===== src/hw/rtl/sv2oe_pkg.sv =====
`timescale 1ns / 1ps
// Shared constants, types and helpers for the state vector to orbit elements block.
// No dependencies; every other file imports this package.
package sv2oe_pkg;

    localparam int CORDIC_STAGES = 16;

    localparam int MUL_LAT   = 2;
    localparam int DIV_NUM_W = 128;
    localparam int DIV_DEN_W = 64;
    localparam int DIV_LAT   = DIV_NUM_W;
    localparam int SQRT_LAT  = 32;

    localparam logic [47:0] MU_RESET = 48'd65536;
    localparam logic [31:0] INV_GAIN = 32'd2608131497;
    localparam logic [17:0] ECC_MAX  = 18'h3FFFF;

    // Pipeline stage numbers (stage 1 holds the accepted item)
    localparam int S_HM   = 3;
    localparam int S_R    = S_HM + SQRT_LAT;
    localparam int S_Q    = S_R + MUL_LAT;
    localparam int S_T2   = S_Q + DIV_LAT;
    localparam int S_HV   = S_T2 - MUL_LAT;
    localparam int S_A    = S_T2 + 1;
    localparam int S_N    = S_A + 1;
    localparam int S_C    = S_N + 1;
    localparam int S_G0   = S_C + CORDIC_STAGES;
    localparam int S_G    = S_G0 + MUL_LAT;
    localparam int S_GS   = S_G + 1;
    localparam int S_E0   = S_GS + DIV_LAT;
    localparam int S_E    = S_E0 + 1;
    localparam int S_E2   = S_E + 1;
    localparam int S_D    = S_E2 + 1;
    localparam int S_M    = S_D + DIV_LAT;
    localparam int S_O    = S_M + 1;
    localparam int S_LAT0 = S_HM + MUL_LAT + DIV_LAT;
    localparam int S_LAT  = S_LAT0 + 1;

    typedef enum logic [2:0] {
        ST_OK          = 3'd0,
        ST_SAT         = 3'd1,
        ST_PARABOLIC   = 3'd2,
        ST_ZERO_RADIUS = 3'd3,
        ST_ZERO_MU     = 3'd4
    } t_status;

    typedef struct packed {
        logic        neg;
        logic [63:0] mag;
    } t_sm;

    localparam logic [31:0] ANGLE_STEP [0:31] = '{
        32'h20000000, 32'h12E4051E, 32'h09FB385B, 32'h051111D4, 32'h028B0D43,
        32'h0145D7E1, 32'h00A2F61E, 32'h00517C55, 32'h0028BE53, 32'h00145F2F,
        32'h000A2F98, 32'h000517CC, 32'h00028BE6, 32'h000145F3, 32'h0000A2FA,
        32'h0000517D, 32'h000028BE, 32'h0000145F, 32'h00000A30, 32'h00000518,
        32'h0000028C, 32'h00000146, 32'h000000A3, 32'h00000051, 32'h00000029,
        32'h00000014, 32'h0000000A, 32'h00000005, 32'h00000003, 32'h00000001,
        32'h00000001, 32'h00000000
    };

    function automatic logic [31:0] angle_step(int i);
        logic [31:0] v;
        v = '0;
        if (i < 32) begin
            v = ANGLE_STEP[i[4:0]];
        end
        return v;
    endfunction

    // Magnitude of a two's complement word; the most negative value maps to 2^31
    function automatic logic [31:0] abs32(logic [31:0] u);
        return u[31] ? (~u + 32'd1) : u;
    endfunction

    // Add two sign-magnitude values
    function automatic t_sm sm_add(logic n1, logic [63:0] m1, logic n2, logic [63:0] m2);
        t_sm r;
        if (n1 == n2) begin
            r.neg = n1;
            r.mag = m1 + m2;
        end else if (m1 >= m2) begin
            r.neg = n1;
            r.mag = m1 - m2;
        end else begin
            r.neg = n2;
            r.mag = m2 - m1;
        end
        return r;
    endfunction

endpackage


===== src/hw/rtl/sv2oe_sqrt.sv =====
`timescale 1ns / 1ps
// Pipelined integer square root of a 64-bit value, two radicand bits per stage.
// Depends on sv2oe_pkg for its latency.
module sv2oe_sqrt import sv2oe_pkg::*; (
    input  logic        i_clk,
    input  logic [63:0] i_val,
    output logic [31:0] o_root
);

    logic [63:0] r_n   [0:SQRT_LAT-1];
    logic [63:0] r_res [0:SQRT_LAT-1];

    genvar k;
    generate
        for (k = 0; k < SQRT_LAT; k++) begin : g_stage
            localparam logic [63:0] BITV = 64'd1 << (62 - 2 * k);
            logic [63:0] n_in, res_in, trial;

            if (k == 0) begin : g_first
                assign n_in   = i_val;
                assign res_in = '0;
            end else begin : g_next
                assign n_in   = r_n[k-1];
                assign res_in = r_res[k-1];
            end

            assign trial = res_in + BITV;

            always_ff @(posedge i_clk) begin
                if (n_in >= trial) begin
                    r_n[k]   <= n_in - trial;
                    r_res[k] <= (res_in >> 1) + BITV;
                end else begin
                    r_n[k]   <= n_in;
                    r_res[k] <= res_in >> 1;
                end
            end
        end
    endgenerate

    assign o_root = r_res[SQRT_LAT-1][31:0];

endmodule


===== config.mk =====
export PLATFORM = sky130hd
export DESIGN_NAME = sv2oe_sqrt
export DESIGN_NICKNAME = d
export VERILOG_FILES = /design/src/hw/rtl/sv2oe_pkg.sv /design/src/hw/rtl/sv2oe_sqrt.sv
export SDC_FILE = /design/constraint.sdc
export NUM_CORES = 2
export LEC_CHECK = 0
export BUFFER_PORTS_ARGS = -buffer_cell sky130_fd_sc_hd__clkbuf_2
export CORE_ASPECT_RATIO = 1.4
export CORE_MARGIN = 3
export CORE_UTILIZATION = 45
export DETAILED_ROUTE_END_ITERATION = 16
export GPL_TIMING_DRIVEN = 0
export SLEW_MARGIN = 0
export SYNTH_ARGS = -nofsm -noshare
export SYNTH_HDL_FRONTEND = slang
export SYNTH_SLANG_ARGS = --single-unit

===== constraint.sdc =====
create_clock -name i_clk -period 7.35 [get_ports i_clk]
set_input_delay 1.1025 -clock i_clk [delete_from_list [all_inputs] [get_ports i_clk]]
set_output_delay 1.1025 -clock i_clk [all_outputs]
set_load 0.005 [all_outputs]

Word-level counts from Yosys, hierarchy flattened
Memory sizes are Yosys's and may differ from the RTL's.
Index checks and enable logic that the tools add are counted.
Storage, ports and cells
  flip-flop bits (word level): 0
  RAM bits: 4096
  input port bits: 65
  output and inout bits: 32
  word-level logic and storage cells: 352
  memories kept: 2
Memory list
  r_n: depth 32, width 64, rd ports 31, clocked after Yosys merged registers in 0, wr ports 32, line sv2oe_sqrt.sv:10  | logic [63:0] r_n [0:SQRT_LAT-1];
  r_res: depth 32, width 64, rd ports 32, clocked after Yosys merged registers in 0, wr ports 32, line sv2oe_sqrt.sv:11  | logic [63:0] r_res [0:SQRT_LAT-1];
Cells by class
  add/subtract/negate cells: 94
  magnitude comparators: 32
  muxes and demuxes: 160
  bitwise gates (word level): 64
Operators by type and width (number)
  two-way mux 64 bit: 64
  >= comparator 64 bit: 31
  subtractor 64 bit: 31
  two-way mux 1 bit: 96
  adder 63 x 1 -> 64 bit, second input constant: 1
  adder 63 x 11 -> 64 bit, second input constant: 1
  adder 63 x 13 -> 64 bit, second input constant: 1
  adder 63 x 15 -> 64 bit, second input constant: 1
  adder 63 x 17 -> 64 bit, second input constant: 1
  adder 63 x 19 -> 64 bit, second input constant: 1
  adder 63 x 21 -> 64 bit, second input constant: 1
  adder 63 x 23 -> 64 bit, second input constant: 1
  adder 63 x 25 -> 64 bit, second input constant: 1
  adder 63 x 27 -> 64 bit, second input constant: 1
  adder 63 x 29 -> 64 bit, second input constant: 1
  adder 63 x 3 -> 64 bit, second input constant: 1
  adder 63 x 31 -> 64 bit, second input constant: 1
  adder 63 x 33 -> 64 bit, second input constant: 1
  adder 63 x 35 -> 64 bit, second input constant: 1
  adder 63 x 37 -> 64 bit, second input constant: 1
  adder 63 x 39 -> 64 bit, second input constant: 1
  adder 63 x 41 -> 64 bit, second input constant: 1
  adder 63 x 43 -> 64 bit, second input constant: 1
  adder 63 x 45 -> 64 bit, second input constant: 1
  other kinds (45): 108

Depth between registers and ports, before layout
An unclocked memory read counts as a cell.
  word-level depth: 6
  gate-level depth with buffers: 14
  mapped depth without buffers: 12

Worst setup path before layout
OpenSTA, ideal clock, no wires.
  path type: reg2reg
  start point: memory r_n[23][51], in the netlist r_n[1][499]
  end point: memory r_n[24][21], in the netlist r_n[1][533]
  data arrival time: 3.181 ns
  data required time: 7.227 ns
  setup slack: 4.045 ns
  cell stages (with the launch flop): 10
  buffers on the path: 1
  cells stage by stage: dfxtp_1 or4_4 or4_4 or3_4 or4_4 or3_4 nor3_4 and2_1 buf_6 mux2_1
RTL lines (line)
  start: declaration: sv2oe_sqrt.sv:10

==> flow_metrics.env <==
export IMPL_rows=199
export IMPL_synth_edff_count=0
export IMPL_die_area_um2=218000
export IMPL_period_needed_ps=5980
export IMPL_fillers=19375
export IMPL_post_route_util_pct=51.1
export IMPL_regArea_um2=50300
export IMPL_syn_inst=9609
export IMPL_antenna_found_initial=9
export IMPL_cts_tree="done"
export IMPL_holdPathEnd="r_n[0][54]"
export IMPL_min_from="i_val[54]"
export IMPL_post_cts_setup_buffers=0
export IMPL_synth_compound_area_share_pct=11.7
export IMPL_grt_max_degree=22
export IMPL_nets=10574
export IMPL_grt_overflow_total=0
export IMPL_clkSinkCount=2512
export IMPL_die_x_um=396
export IMPL_worstMarginPinSlew_ps=1520
export IMPL_clkTransAtPathRegs_ps=70
export IMPL_remaining_drc_errors=0
export IMPL_cts_buffers=236
export IMPL_coreArea_um2=211000
export IMPL_ff2ff_path_depth=10
export IMPL_die_y_um=551
export IMPL_rsz0062_at_grt="no"
export IMPL_cp_max_fo=10
export IMPL_area_growth_pct=12.6
export IMPL_layout_common_cells="2512 x dfxtp_1, 688 x inv_1, 663 x nor2_1"
export IMPL_layout_drive_gt1_share_pct=7.03
export IMPL_synth_top_cell_area_share_pct=52.6
export IMPL_final_common_cell="dfxtp_1"
export IMPL_cts_path_max_buffers=4
export IMPL_io_pins=97
export IMPL_required_ps=8150
export IMPL_dp_cells=12526
export IMPL_wl_per_cell_um=20.0
export IMPL_timing_rr_end="r_n[1][475]"
export IMPL_grt_pass1_vias=72255
export IMPL_critPathArrivalTime_ps=6780
export IMPL_maxSlewViolCount=2
export IMPL_synthMuxAreaShare_pct=1.35
export IMPL_synth_fp_nets=10232
export IMPL_drt_iter0_drc=2947
export IMPL_cap_violations=1
export IMPL_grt_pass1_wl_um=400000
export IMPL_gr_usage_all_layers_pct=23.3
export IMPL_ys_warn_count=0
export IMPL_irDropWorstVdd_mv=0.306
export IMPL_hold_viol_final=0
export IMPL_syn_avg_cell_area_um2=9.95
export IMPL_finalCritPeriodShare_pct=81.3
export IMPL_synth_seq_cells=2512
export IMPL_yosys_area_top_type="dfxtp_1"
export IMPL_multi_input_area_um2=42000
export IMPL_start_kind="register"
export IMPL_worstSkewPairLatency_ps=940
export IMPL_setup_tns_ps=0
export IMPL_cts_resized=0
export IMPL_r2r_slack_ps=1370
export IMPL_synth_area_top_cells="dfxtp_1 53%, ha_1 7.3%, xnor2_1 4.8%"
export IMPL_ant_nets=0
export IMPL_hold_depth=1
export IMPL_layout_cells_non_filler=12964
export IMPL_seq_area_frac_synth_pct=52.6
export IMPL_r2r_start="r_n[1][426]"
export IMPL_slew_headroom_pct=-1.95
export IMPL_via_per_inst=5.31
export IMPL_drt_pass1_iterations=7
export IMPL_cts_root_buf="clkbuf_16"
export IMPL_num_vias=68836
export IMPL_dpl_hpwl_um=209000
export IMPL_violations="capacitance limit, slew limit"
export IMPL_status="finished with violations"
export IMPL_hold_path_class="in -> reg"
export IMPL_syn_area_um2=95600
export IMPL_synthArstFlopShare_pct=0
export IMPL_fin_skew_ps=103
export IMPL_gp_congestion=0.996
export IMPL_p_leak_nw=48.4
export IMPL_hold_buffers=0
export IMPL_htreeDepth=4
export IMPL_routed_wl_um=260000
export IMPL_initial_utilization_pct=45.4
export IMPL_synth_xor_area_share_pct=8.11
export IMPL_end_kind="register"
export IMPL_ys_types=89
export IMPL_port_buffers=96
export IMPL_synth_top_family_by_area="simple AND/OR/NAND/NOR gates"
export IMPL_setup_worst_path_class="reg -> reg"
export IMPL_fmax_mhz=167
export IMPL_setup_viol=0
export IMPL_p_per_area_nw_per_um2=392
export IMPL_synth_flop_cell="dfxtp_1"
export IMPL_yosys_area_share_simple_pct=15.4
export IMPL_synthAdderAreaFrac_pct=7.30
[sequential cells by signal, summed over array words and instances, names as in the netlist]
| signal | count |
|---|---|
| r_res | 528 |
| r_n | 1984 |
[cells by family (layout without fill, tap and decap cells)]
logic type	count (synthesis)	after routing
buf+inv	885	1416
flops	2512	2512
simple gates	2845	2845
other cells	0	10
fa+ha+maj	558	558
xor+xnor	885	885
compound gates	1809	1809
mux	115	115
[cell usage after synthesis, types with 18 or more instances]
library cell,instances
nand4b_1,27
xor2_1,365
o21bai_1,56
inv_1,688
nor4_1,335
a21o_1,211
o2111ai_1,19
a21oi_1,656
nor2b_1,71
mux2_2,107
nand3b_1,36
o21ai_1,23
or4_1,82
and2_1,33
nor2_1,663
nor4b_1,58
and4_1,29
nor3_1,226
o211ai_1,41
o21ai_0,389
nor3b_1,24
a21boi_0,18
or2_2,38
a211oi_1,51
nand3_1,178
a2111oi_0,20
and3_1,35
a31oi_1,32
nand2_1,592
xnor2_1,520
dfxtp_1,2512
or3_1,102
ha_1,558
o31ai_1,46
o21a_1,94
nand2b_1,107
clkbuf_1,161
nand4_1,170
[per-layer routing]
metal | track usage, % | vias up | share of wire (%)
li1 | - | 34241 | -
met1 | 21.1 | 32529 | 34
met2 | 48.2 | 1339 | 56
met3 | 2.61 | 727 | 2.6
met4 | 14.8 | 0 | 7.0
met5 | 0 | - | 0
[worst max-delay path: stages, from the launching register on]
cell and delay (ps):
dfxtp_1 330, or3_1 370, clkbuf_1 230, nor3_1 460
nor4bb_1 1140, o2111ai_1 460, nor4_1 1020, nor2_1 650
clkbuf_1 560, clkbuf_1 460, a21oi_1 230
[stage by stage]
| stage | hold WS, ps | instance area [µm²] | worst slack (ps) | power [mW] |
|---|---|---|---|---|
| finish | 265 | 108000 | 1370 | 42.2 |
| global route | 215 | 108000 | 1360 | 44.6 |
| CTS | 223 | 108000 | 1530 | 42.5 |
| detailed placement | 333 | 99700 | 1550 | 30.1 |
| global placement | 334 | 99600 | 1140 | 29.9 |
| floorplan | 322 | 95600 | 4050 | 26.7 |
[how the worst max path moves through the flow]
stage | endpoint | slack (ps) | cells after the start | from
after floorplan | r_n[1][533] | 4050 | 9 | r_n[1][499]
after global placement | r_n[1][127] | 1140 | 13 | r_res[1][46]
after detailed placement | r_n[1][599] | 1550 | 9 | r_n[1][551]
after CTS | r_n[1][381] | 1530 | 13 | r_res[1][297]
after global routing | r_n[1][473] | 1360 | 10 | r_n[1][426]
final | r_n[1][475] | 1370 | 10 | r_n[1][426]
[where the power goes]
| part | internal (mW) | leakage, nW | switching, mW | total (mW) |
|---|---|---|---|---|
| Combinational | 4.66 | 23.5 | 6.01 | 10.7 |
| Clock | 7.13 | 3.86 | 5.21 | 12.3 |
| Sequential | 16.7 | 21.0 | 2.51 | 19.2 |
[cell type report]
cell class / instances / area share, %
Antenna cell: 10 / 0.0232
Buffer: 192 / 0.722
Clock buffer: 308 / 6.09
Clock inverter: 119 / 1.26
Inverter: 693 / 2.42
Multi-Input combinational cell: 6212 / 39.0
Sequential cell: 2512 / 46.7
Tap cell: 2814 / 3.27
Timing Repair Buffer: 104 / 0.495
(Power assumes the default switching activity.)
